==> src/assert_macros.svh <==
// assertion helpers shared by the rtl
`ifndef ASSERT_MACROS_SVH
`define ASSERT_MACROS_SVH

`ifndef NO_ASSERTIONS

// check on every rising edge outside reset
`define APD_ASSERT(label, clk, rst_n, prop, msg) \
    label: assert property (@(posedge clk) disable iff (!rst_n) prop) else $error(msg);

// check on every rising edge, reset included
`define APD_ASSERT_ALWAYS(label, clk, prop, msg) \
    label: assert property (@(posedge clk) prop) else $error(msg);

`else

`define APD_ASSERT(label, clk, rst_n, prop, msg)
`define APD_ASSERT_ALWAYS(label, clk, prop, msg)

`endif

`endif

==> src/apd_pkg.sv <==
`timescale 1ns / 1ps

package apd_pkg;

    localparam int SAMPLE_W = 16;
    localparam int FORMAT_W = 2;
    localparam int CFG_DATA_W = 16;
    localparam int CFG_INDEX_W = 1;

    // sample format codes
    localparam logic [FORMAT_W-1:0] FMT_8BIT  = 2'd0;
    localparam logic [FORMAT_W-1:0] FMT_16BIT = 2'd1;

    // register indexes
    localparam logic [CFG_INDEX_W-1:0] REG_FORMAT    = 1'd0;
    localparam logic [CFG_INDEX_W-1:0] REG_THRESHOLD = 1'd1;

    localparam logic [FORMAT_W-1:0]   FORMAT_RESET    = FMT_8BIT;
    localparam logic [SAMPLE_W-1:0]   THRESHOLD_RESET = 16'd25;
    localparam logic [SAMPLE_W-1:0]   MIN_RESET       = 16'hFFFF;
    localparam logic [SAMPLE_W-1:0]   MAX_RESET       = 16'h0000;

    typedef enum logic [1:0] {
        STATUS_QUIET      = 2'd0,
        STATUS_AUDIO      = 2'd1,
        STATUS_BAD_FORMAT = 2'd2
    } status_t;

    // control flags that travel with each pipeline slot
    typedef struct packed {
        logic valid;
        logic done;
        logic last;
        logic supported;
    } apd_ctrl_t;

endpackage

==> src/apd_accum.sv <==
`timescale 1ns / 1ps
`include "assert_macros.svh"

module apd_accum
    import apd_pkg::*;
#(
    parameter int GROUP_SIZE = 8
)
(
    input  logic                                   clk,
    input  logic                                   rst_n,
    input  logic                                   advance,
    input  logic                                   in_fire,
    input  logic [SAMPLE_W-1:0]                    sample,
    input  logic                                   last_sample,
    input  logic [FORMAT_W-1:0]                    sample_format,
    output apd_ctrl_t                              grp_ctrl,
    output logic [SAMPLE_W+$clog2(GROUP_SIZE)-1:0] grp_sum
);

    localparam int CNT_W = $clog2(GROUP_SIZE);
    localparam int SUM_W = SAMPLE_W + CNT_W;
    localparam logic [CNT_W-1:0] CNT_LAST = CNT_W'(GROUP_SIZE - 1);

    logic                 s1_valid_reg;
    logic [SAMPLE_W-1:0]  s1_sample_reg;
    logic                 s1_last_reg;
    logic                 s1_supported_reg;

    logic [CNT_W-1:0]     count_reg;
    logic [CNT_W-1:0]     count_next;
    logic [SUM_W-1:0]     sum_reg;
    logic [SUM_W-1:0]     sum_next;

    apd_ctrl_t            s2_ctrl_reg;
    apd_ctrl_t            s2_ctrl_next;
    logic [SUM_W-1:0]     s2_sum_reg;

    logic [SAMPLE_W-1:0]  masked;
    logic                 supported;
    logic [SUM_W-1:0]     sum_add;
    logic                 group_done;

    // 8-bit mode keeps the low byte only
    assign masked    = (sample_format == FMT_8BIT) ? {8'h00, sample[7:0]} : sample;
    assign supported = (sample_format == FMT_8BIT) || (sample_format == FMT_16BIT);

    always_ff @(posedge clk or negedge rst_n)
    begin
        if (!rst_n)
        begin
            s1_valid_reg <= 1'b0;
        end
        else if (advance)
        begin
            s1_valid_reg <= in_fire;
        end
    end

    always_ff @(posedge clk)
    begin
        if (advance)
        begin
            s1_sample_reg    <= masked;
            s1_last_reg      <= last_sample;
            s1_supported_reg <= supported;
        end
    end

    assign sum_add    = sum_reg + SUM_W'(s1_sample_reg);
    assign group_done = s1_valid_reg && s1_supported_reg && (count_reg == CNT_LAST);

    always_comb
    begin
        count_next = count_reg;
        sum_next   = sum_reg;
        if (s1_valid_reg)
        begin
            if (group_done || s1_last_reg)
            begin
                // group complete or buffer end
                count_next = '0;
                sum_next   = '0;
            end
            else if (s1_supported_reg)
            begin
                count_next = count_reg + 1'b1;
                sum_next   = sum_add;
            end
        end
    end

    always_ff @(posedge clk or negedge rst_n)
    begin
        if (!rst_n)
        begin
            count_reg <= '0;
            sum_reg   <= '0;
        end
        else if (advance)
        begin
            count_reg <= count_next;
            sum_reg   <= sum_next;
        end
    end

    always_comb
    begin
        s2_ctrl_next.valid     = s1_valid_reg;
        s2_ctrl_next.done      = group_done;
        s2_ctrl_next.last      = s1_last_reg;
        s2_ctrl_next.supported = s1_supported_reg;
    end

    always_ff @(posedge clk or negedge rst_n)
    begin
        if (!rst_n)
        begin
            s2_ctrl_reg <= '0;
        end
        else if (advance)
        begin
            s2_ctrl_reg <= s2_ctrl_next;
        end
    end

    always_ff @(posedge clk)
    begin
        if (advance)
        begin
            s2_sum_reg <= sum_add;
        end
    end

    assign grp_ctrl = s2_ctrl_reg;
    assign grp_sum  = s2_sum_reg;

    `APD_ASSERT(a_count_in_range, clk, rst_n, count_reg <= CNT_LAST, "group count past group size")
    `APD_ASSERT(a_done_clears, clk, rst_n, (advance && group_done) |=> (count_reg == '0 && sum_reg == '0), "accumulator not cleared after full group")

endmodule

==> src/apd_divide.sv <==
`timescale 1ns / 1ps

module apd_divide
    import apd_pkg::*;
#(
    parameter int GROUP_SIZE = 8
)
(
    input  logic                                   clk,
    input  logic                                   rst_n,
    input  logic                                   advance,
    input  apd_ctrl_t                              grp_ctrl,
    input  logic [SAMPLE_W+$clog2(GROUP_SIZE)-1:0] grp_sum,
    output apd_ctrl_t                              avg_ctrl,
    output logic [SAMPLE_W-1:0]                    avg
);

    // floor(sum / GROUP_SIZE) as a multiply by a rounded-up reciprocal
    localparam int LOG_G  = $clog2(GROUP_SIZE);
    localparam int SUM_W  = SAMPLE_W + LOG_G;
    localparam int SHIFT  = SUM_W + LOG_G;
    localparam int RECIP_W = SUM_W + 2;
    localparam int PROD_W = SUM_W + RECIP_W;
    localparam logic [RECIP_W-1:0] RECIP =
        RECIP_W'((64'd1 << SHIFT) / GROUP_SIZE + 64'd1);

    logic [PROD_W-1:0]   product;
    apd_ctrl_t           s3_ctrl_reg;
    logic [SAMPLE_W-1:0] s3_avg_reg;

    assign product = PROD_W'(grp_sum) * PROD_W'(RECIP);

    always_ff @(posedge clk or negedge rst_n)
    begin
        if (!rst_n)
        begin
            s3_ctrl_reg <= '0;
        end
        else if (advance)
        begin
            s3_ctrl_reg <= grp_ctrl;
        end
    end

    always_ff @(posedge clk)
    begin
        if (advance)
        begin
            s3_avg_reg <= product[SHIFT +: SAMPLE_W];
        end
    end

    assign avg_ctrl = s3_ctrl_reg;
    assign avg      = s3_avg_reg;

endmodule

==> src/apd_range.sv <==
`timescale 1ns / 1ps
`include "assert_macros.svh"

module apd_range
    import apd_pkg::*;
(
    input  logic                clk,
    input  logic                rst_n,
    input  logic                advance,
    input  apd_ctrl_t           avg_ctrl,
    input  logic [SAMPLE_W-1:0] avg,
    input  logic [SAMPLE_W-1:0] range_threshold,
    output logic                res_fire,
    output status_t             res_status
);

    logic [SAMPLE_W-1:0] min_reg;
    logic [SAMPLE_W-1:0] min_next;
    logic [SAMPLE_W-1:0] max_reg;
    logic [SAMPLE_W-1:0] max_next;
    logic                seen_reg;
    logic                seen_next;

    logic [SAMPLE_W-1:0] upd_min;
    logic [SAMPLE_W-1:0] upd_max;
    logic                upd_seen;
    logic [SAMPLE_W-1:0] spread;

    // fold in the group average that completes here, if any
    always_comb
    begin
        upd_min  = min_reg;
        upd_max  = max_reg;
        upd_seen = seen_reg;
        if (avg_ctrl.done)
        begin
            if (avg < min_reg)
            begin
                upd_min = avg;
            end
            if (avg > max_reg)
            begin
                upd_max = avg;
            end
            upd_seen = 1'b1;
        end
    end

    assign spread = upd_max - upd_min;

    always_comb
    begin
        if (!avg_ctrl.supported)
        begin
            res_status = STATUS_BAD_FORMAT;
        end
        else if (upd_seen && (upd_max >= upd_min) && (spread > range_threshold))
        begin
            res_status = STATUS_AUDIO;
        end
        else
        begin
            res_status = STATUS_QUIET;
        end
    end

    assign res_fire = avg_ctrl.valid && avg_ctrl.last;

    always_comb
    begin
        min_next  = min_reg;
        max_next  = max_reg;
        seen_next = seen_reg;
        if (avg_ctrl.valid)
        begin
            if (avg_ctrl.last)
            begin
                min_next  = MIN_RESET;
                max_next  = MAX_RESET;
                seen_next = 1'b0;
            end
            else
            begin
                min_next  = upd_min;
                max_next  = upd_max;
                seen_next = upd_seen;
            end
        end
    end

    always_ff @(posedge clk or negedge rst_n)
    begin
        if (!rst_n)
        begin
            min_reg  <= MIN_RESET;
            max_reg  <= MAX_RESET;
            seen_reg <= 1'b0;
        end
        else if (advance)
        begin
            min_reg  <= min_next;
            max_reg  <= max_next;
            seen_reg <= seen_next;
        end
    end

    `APD_ASSERT(a_seen_ordered, clk, rst_n, seen_reg |-> (min_reg <= max_reg), "min above max after a full group")
    `APD_ASSERT(a_unseen_clear, clk, rst_n, !seen_reg |-> (min_reg == MIN_RESET && max_reg == MAX_RESET), "extremes moved without a full group")
    `APD_ASSERT(a_bad_format, clk, rst_n, (res_fire && !avg_ctrl.supported) |-> (res_status == STATUS_BAD_FORMAT), "unsupported format not reported")

endmodule

==> src/audio_presence_detector_unit.sv <==
`timescale 1ns / 1ps

// channel   direction  handshake             payload
// input     in         in_valid / in_stall   sample[15:0], last_sample
// result    out        out_valid / out_stall status[1:0]
// config    in         cfg_write             cfg_index[0], cfg_data[15:0]
//
// one sample is taken per cycle while no result is held up at the output
// a result passes the input register, the accumulator stage and the divide stage to the output register
// the group average costs one multiply by a constant reciprocal, in its own stage
// rst_n clears the pipeline, the accumulator, the extremes and the registers
// out_stall with a result waiting freezes the whole pipeline and raises in_stall

module audio_presence_detector_unit
    import apd_pkg::*;
#(
    parameter int GROUP_SIZE = 8
)
(
    input  logic                   clk,
    input  logic                   rst_n,
    // sample stream
    input  logic                   in_valid,
    output logic                   in_stall,
    input  logic [SAMPLE_W-1:0]    sample,
    input  logic                   last_sample,
    // result stream
    output logic                   out_valid,
    input  logic                   out_stall,
    output logic [1:0]             status,
    // register writes
    input  logic                   cfg_write,
    input  logic [CFG_INDEX_W-1:0] cfg_index,
    input  logic [CFG_DATA_W-1:0]  cfg_data
);

    localparam int SUM_W = SAMPLE_W + $clog2(GROUP_SIZE);

    // configuration registers
    logic [FORMAT_W-1:0] format_reg;
    logic [SAMPLE_W-1:0] threshold_reg;

    // pipeline moves unless a held result is stalled
    logic                advance;
    logic                in_fire;

    apd_ctrl_t           grp_ctrl;
    logic [SUM_W-1:0]    grp_sum;
    apd_ctrl_t           avg_ctrl;
    logic [SAMPLE_W-1:0] avg;
    logic                res_fire;
    status_t             res_status;

    // output register
    logic                out_valid_reg;
    status_t             status_reg;

    assign advance  = !(out_valid_reg && out_stall);
    assign in_stall = !advance;
    assign in_fire  = in_valid && advance;

    // register writes: issue them only while nothing is in flight; the block does not enforce this
    always_ff @(posedge clk or negedge rst_n)
    begin
        if (!rst_n)
        begin
            format_reg    <= FORMAT_RESET;
            threshold_reg <= THRESHOLD_RESET;
        end
        else if (cfg_write)
        begin
            unique case (cfg_index)
                REG_FORMAT:    format_reg    <= cfg_data[FORMAT_W-1:0];
                REG_THRESHOLD: threshold_reg <= cfg_data[SAMPLE_W-1:0];
                default:       ;
            endcase
        end
    end

    // input register and group accumulator
    apd_accum #(
        .GROUP_SIZE (GROUP_SIZE)
    ) u_accum (
        .clk           (clk),
        .rst_n         (rst_n),
        .advance       (advance),
        .in_fire       (in_fire),
        .sample        (sample),
        .last_sample   (last_sample),
        .sample_format (format_reg),
        .grp_ctrl      (grp_ctrl),
        .grp_sum       (grp_sum)
    );

    // sum to group average
    apd_divide #(
        .GROUP_SIZE (GROUP_SIZE)
    ) u_divide (
        .clk      (clk),
        .rst_n    (rst_n),
        .advance  (advance),
        .grp_ctrl (grp_ctrl),
        .grp_sum  (grp_sum),
        .avg_ctrl (avg_ctrl),
        .avg      (avg)
    );

    // running min and max, decision on the last sample
    apd_range u_range (
        .clk             (clk),
        .rst_n           (rst_n),
        .advance         (advance),
        .avg_ctrl        (avg_ctrl),
        .avg             (avg),
        .range_threshold (threshold_reg),
        .res_fire        (res_fire),
        .res_status      (res_status)
    );

    // result register, refilled on the cycle the held result transfers
    always_ff @(posedge clk or negedge rst_n)
    begin
        if (!rst_n)
        begin
            out_valid_reg <= 1'b0;
        end
        else if (advance)
        begin
            out_valid_reg <= res_fire;
        end
    end

    always_ff @(posedge clk)
    begin
        if (advance)
        begin
            status_reg <= res_status;
        end
    end

    assign out_valid = out_valid_reg;
    assign status    = status_reg;

endmodule

==> config.mk <==
export PLATFORM = sky130hd
export DESIGN_NAME = audio_presence_detector_unit
export DESIGN_NICKNAME = d
export VERILOG_FILES = /design/src/apd_pkg.sv /design/src/apd_accum.sv /design/src/apd_divide.sv /design/src/apd_range.sv /design/src/audio_presence_detector_unit.sv
export VERILOG_INCLUDE_DIRS = /design/src /design/src/src
export SDC_FILE = /design/constraint.sdc
export NUM_CORES = 1
export LEC_CHECK = 0
export ABC_AREA = 0
export BUFFER_PORTS_ARGS = -buffer_cell sky130_fd_sc_hd__buf_2
export CAP_MARGIN = 20
export CELL_PAD_IN_SITES_DETAIL_PLACEMENT = 1
export CELL_PAD_IN_SITES_GLOBAL_PLACEMENT = 1
export CORE_ASPECT_RATIO = 2
export CORE_UTILIZATION = 48
export DETAILED_ROUTE_END_ITERATION = 10
export GPL_TIMING_DRIVEN = 0
export PLACE_DENSITY = 0.88
export SYNTH_ARGS = -nofsm -noshare
export SYNTH_HDL_FRONTEND = slang
export SYNTH_SLANG_ARGS = --single-unit
==> constraint.sdc <==
create_clock -name clk -period 7.28 [get_ports clk]
set_input_delay 1.456 -clock clk [delete_from_list [all_inputs] [get_ports clk]]
set_output_delay 1.456 -clock clk [all_outputs]
set_load 0.05 [all_outputs]
==> results of run 1 <==
==> Yosys cell counts (all sizes together), types with 4 or more instances <==
| cell type | n |
|---|---|
| nand4 | 13 |
| o21a | 6 |
| xor2 | 10 |
| dfstp | 19 |
| edfxtp | 52 |
| nand3 | 5 |
| nand2 | 56 |
| nor2b | 17 |
| mux2 | 25 |
| nand2b | 6 |
| nor2 | 35 |
| inv | 59 |
| buf | 5 |
| a21oi | 44 |
| o21ai | 42 |
| xnor2 | 19 |
| a22o | 33 |
| and3 | 19 |
| clkbuf | 19 |
| nor3 | 25 |
| mux2i | 16 |
| a221o | 4 |
| a221oi | 16 |
| a21o | 18 |
| dfrtp | 64 |
| o211ai | 6 |
| ha | 81 |
| a211oi | 4 |
==> kinds of logic after synthesis <==
group / count (synthesis) / share of synthesized area (%)
mux: 41 / 5.46
fa+ha+maj: 83 / 13.0
buf+inv: 84 / 4.07
simple gates: 191 / 11.8
flops: 135 / 45.3
xor+xnor: 29 / 3.14
compound gates: 198 / 17.3
==> repair_timing <==
| action | CTS | global route |
|---|---|---|
| setup buffers | 0 | 1 |
| gates resized for setup | 0 | 8 |
| endpoints found under the setup margin | 0 | 1 |
==> worst min path at each step <==
stage	start	to	slack, ns	cells after the start
2_1_floorplan	u_accum.grp_sum[3]	u_divide.avg[0]	0.40	0
3_3_place_gp	u_accum.grp_sum[9]	u_divide.avg[6]	0.40	0
3_5_place_dp	u_accum.grp_sum[11]	u_divide.avg[8]	0.41	0
4_1_cts	u_accum.grp_sum[3]	u_divide.avg[0]	0.42	0
5_1_grt	u_accum.grp_sum[6]	u_divide.avg[3]	0.43	0
6_report	u_accum.grp_sum[3]	u_divide.avg[0]	0.42	0
==> per-stage QoR <==
step,area [sq um],cells,hold slack [ns]
after detailed placement,8590,1008,0.406
after global routing,9240,1041,0.427
after global placement,8560,1007,0.400
after floorplan,8090,761,0.400
after CTS,9220,1040,0.418
final,9240,1041,0.419
==> layer usage <==
metal	global-route usage [%]	share of wire (%)	up-vias
li1	-	-	2939
met1	24.0	32	3148
met2	56.4	60	170
met3	4.25	2.7	85
met4	18.9	5.9	0
met5	0	0	-
==> cell type report <==
class | count | share of cell area (%)
multi-input cells | 542 | 44.5
flip-flops and latches | 135 | 39.6
clock buffers | 21 | 5.34
well taps | 204 | 2.76
repair buffers | 44 | 2.68
inverters | 60 | 2.44
clock inverters | 11 | 1.48
plain buffers | 24 | 1.21
==> power groups by stage <==
stage / logic (mW) / clock network [mW] / registers, mW
after floorplan: 0.763 / 0 / 1.23
after global placement: 1.03 / 0 / 1.26
after detailed placement: 1.10 / 0 / 1.27
after CTS: 1.13 / 0.919 / 1.26
after global routing: 1.25 / 0.952 / 1.29
final: 1.14 / 0.916 / 1.27
==> out/results.tsv, run 1 <==
metric	value	unit
outcome	complete, no violations	
ff2ff_path_depth	20	
drive_gt1_share	15.9	%
totalPowerFinal	3.32	mW
timing.rr.end	status[0]	
regArea	3660	sq um
path_cells	ha_1 -> nand4_1 -> or4_1 -> a21o_1 -> a31oi_4 -> clkbuf_2 -> o21ai_0 -> ha_1 -> and2_1 -> a22o_1 -> or3_1 -> o221ai_2 -> a21boi_0 -> a2111oi_0 -> ha_1 -> a2111oi_1 -> o21ai_0 -> a31o_2 -> a221o_1 -> and3_1	
final_nets	946	
grt_max_degree	68	
slew_viol_final	0	
drc	0	
intPower	2.05	mW
htreeDepth	4	
clock_latency	0.43	ns
ios	43	
maxCapViolCount	0	
crit_slowest_cell	or4_1	
port_buffers	42	
netSwitchingFraction	38.2	%
critPathCaptureType	register	
via_per_inst	6.09	
place_hpwl	16700	microns
syn_inst	761	
setup-violations-final	0	
numCtsBuffers	17	
path_depth	20	
avgRoutedWirePerCell	21.9	microns
rows	66	
critPathMaxFanout	10	
dp_slack	0.178	ns
routed_wl	22800	microns
cp-start-kind	register	
first_pass_iters	4	
fin_ws	0.353	ns
hp-class	reg2reg	
route.vias.total	6342	
yosysSeqAreaShare	45.3	%
cpMostUsedCell	ha_1	
die_area	17400	sq um
syn_nets	883	
finalHoldViolations	0	
synth_area_leaders	dfrtp_1 (20%), edfxtp_1 (19%), ha_1 (13%)	
cts-root-buf	clkbuf_16	
final_cell_mix	ha_1 (81), dfrtp_1 (64), inv_1 (59), nand2_1 (56), edfxtp_1 (52)	
synth_edf_count	52	
clk_pin_slew_worst_paths	0.06	ns
worst_pin_slew	0.863	ns
design.core.area	16400	sq um
synth_area	8090	sq um
clockPowerShare	27.6	%
clk_path_buf_depth	2	
gp_congestion	0.860	
hold_buffers	0	
max-vdd-ir-drop	218	uV
dr.first_iter.drc_count	215	
rrSetupSlack	0.35	ns
synth-seq-cells	135	
ys_types	62	
largest_reg_flops	19	
comb_power_share	34.2	%
die_y	186	microns
tns	0	ns
power_density	359	nW/um^2
num_antenna_cells	0	
fmax	144	MHz
synth_top_area_share	19.8	%
max_slew_margin	42.2	%
cpPeakStageDelay	0.59	ns
synth_area_per_cell	10.6	sq um
track_usage	28.0	%
antenna_found_initial	0	
synth_top_area_cell	dfrtp_1	
postSynth.asyncResetShare	61.5	%
grt_overflow	0	
fin_crit	6.93	ns
cp.buffers_inverters	1	
grt_first_pass_wirelength	36200	microns
cp.arrival	7.11	ns
fillers	1780	
ys.flop_type	dfrtp_1	
grt_pass1_vias	7288	
die_w	93.8	microns
final_common_cell	ha_1	
critPathLaunch	u_divide.avg[11]	
cp.required	7.46	ns
initial_core_util	49.5	%
cp-endpoint	status[0]	
cts_tree	built	
antenna_left	0	
p_sw	1.27	mW
final_core_util	56.5	%
ys_warn_count	0	
critical_path.top_delay_family	compound AO/OA/AOI/OAI gates	
rsz0062_at_grt	false	
layout_worst_path_cycle_share	95.2	%
skew	0.0106	ns
reg2reg_from	u_divide.avg[11]	
p_seq_share	38.2	%
multi_input_area	4110	sq um
cts_num_sinks	135	
critPathKind	reg2reg	
p_leak	4.47	nW
syn_to_final_growth	14.2	%
No activity file was read; power rests on OpenSTA's default activity.
==> run 2: changes to the inputs <==
- MAX_ROUTING_LAYER: default -> met4
==> run 2 against run 1 <==
Final area did not move. Die area did not move. Maximum frequency fell by 0.25%. Register-to-register slack got worse by 0.02 ns. Critical path type unchanged. Final cell count did not move. Worst setup slack got worse by 0.017 ns. Core utilization did not move. Sequential power barely moved. Global-route usage rose by 0.77 points. Wire length fell by 0.13%.
==> out/results.tsv, run 2 (synthesis gave the netlist of run 1 again) <==
metric	value	unit
hp-start	u_accum.grp_sum[3]	
rsz0062_at_grt	false	
fin_crit	6.94	ns
clk_pin_slew_worst_paths	0.06	ns
reg2reg_from	u_divide.avg[11]	
die_w	93.8	microns
cp.arrival	7.13	ns
final_cell_mix	ha_1 (81), dfrtp_1 (64), inv_1 (59), nand2_1 (56), edfxtp_1 (52)	
final_cells	1041	
critPathCaptureType	register	
routed_wl	22700	microns
slew_viol_final	0	
max-vdd-ir-drop	217	uV
dp.cells	1008	
port_buffers	42	
design.core.area	16400	sq um
largest_reg_flops	19	
critPathLaunch	u_divide.avg[11]	
initial_core_util	49.5	%
maxCapViolCount	0	
tns	0	ns
grt_first_pass_wirelength	36200	microns
place_hpwl	16700	microns
cp.required	7.46	ns
rows	66	
regArea	3660	sq um
layout_worst_path_cycle_share	95.4	%
grt_overflow	0	
multi_input_area	4110	sq um
avgRoutedWirePerCell	21.8	microns
first_pass_iters	5	
syn_to_final_growth	14.2	%
worst_pin_slew	0.854	ns
grt_pass1_vias	7282	
outcome	complete, no violations	
clk_path_buf_depth	2	
finalHoldViolations	0	
critPathMaxFanout	10	
drive_gt1_share	15.9	%
final_nets	946	
cts_num_sinks	135	
setup-violations-final	0	
final_common_cell	ha_1	
hp-class	reg2reg	
clock_latency	0.43	ns
power_density	359	nW/um^2
grt_max_degree	68	
die_area	17400	sq um
cp-start-kind	register	
drc	0	
dr.first_iter.drc_count	245	
antenna_found_initial	0	
num_antenna_cells	0	
gp_congestion	0.874	
max_slew_margin	42.8	%
numCtsBuffers	17	
cts-root-buf	clkbuf_16	
die_y	186	microns
antenna_left	0	
hold_depth	0	
fillers	1780	
htreeDepth	4	
ff2ff_path_depth	20	
cts_tree	built	
route.vias.total	6352	
critPathKind	reg2reg	
skew	0.00806	ns
fmax	144	MHz
p_leak	4.47	nW
ios	43	
via_per_inst	6.10	
track_usage	28.8	%
[run 2: cell counts in the layout (fill, tap and decap cells not counted)]
No cell type changed its count.
[run 2: report_power, final]
group          switching (mW)  leakage (nW)  internal, mW  total [mW]
Clock                   0.358         0.306         0.561       0.918
Sequential              0.192          1.58          1.08        1.27
Combinational           0.720          2.58         0.414        1.13
Total                    1.27          4.47          2.05        3.32
[run 2: path summary, 6_finish.rpt]
kind / slack, ns / endpoint
worst min register to register: 0.42 / u_divide.avg[0]
worst max-delay path: 0.34 / status[0]
max in group asynchronous: 5.71 / u_range.min_reg[9]
min in group asynchronous: 0.90 / threshold_reg[5]
worst max register to register: 0.34 / status[0]
worst min-delay path: 0.42 / u_divide.avg[0]
[run 2: routing by layer]
metal	track usage (%)	share of wire [%]	vias up
li1	-	-	2940
met1	23.9	32	3180
met2	56.5	59	148
met3	4.62	2.2	84
met4	18.2	5.9	0
met5	-	0	-
[run 2: cell type report]
cell class                 count  share of cell area, %
multi-input combinational    542                   44.5
sequential                   135                   39.6
clock buffer                  21                   5.34
tap                          204                   2.76
timing repair buffer          44                   2.68
inverter                      60                   2.44
clock inverter                11                   1.48
buffer                        24                   1.21
[run 2: critical path, stage by stage, from the launching register on]
cell	delay, ns
edfxtp_1	0.51
ha_1	0.39
nand4_1	0.25
or4_1	0.59
a21o_1	0.22
a31oi_4	0.33
clkbuf_2	0.32
o21ai_0	0.18
ha_1	0.41
and2_1	0.17
a22o_1	0.22
or3_1	0.34
o221ai_2	0.30
a21boi_0	0.14
a2111oi_0	0.41
ha_1	0.33
a2111oi_1	0.57
o21ai_0	0.22
a31o_2	0.29
a221o_1	0.34
and3_1	0.17
[run 2: through the flow]
step	power, mW	instance area [sq um]	hold WS, ns	setup slack, ns	utilization (%)
final	3.32	9240	0.416	0.336	56.5
after floorplan	1.99	8090	0.400	1.65	-
after CTS	3.32	9220	0.418	0.0769	56.4
after global placement	2.29	8560	0.400	0.456	52.3
after global routing	3.49	9240	0.427	0.118	56.5
after detailed placement	2.37	8590	0.406	0.178	52.5
[run 2: repair_timing]
| action | CTS | global route |
|---|---|---|
| endpoints found under the setup margin | 0 | 1 |
| gates resized for setup | 0 | 8 |
| buffers inserted | 0 | 1 |
| hold buffers | 0 | 0 |
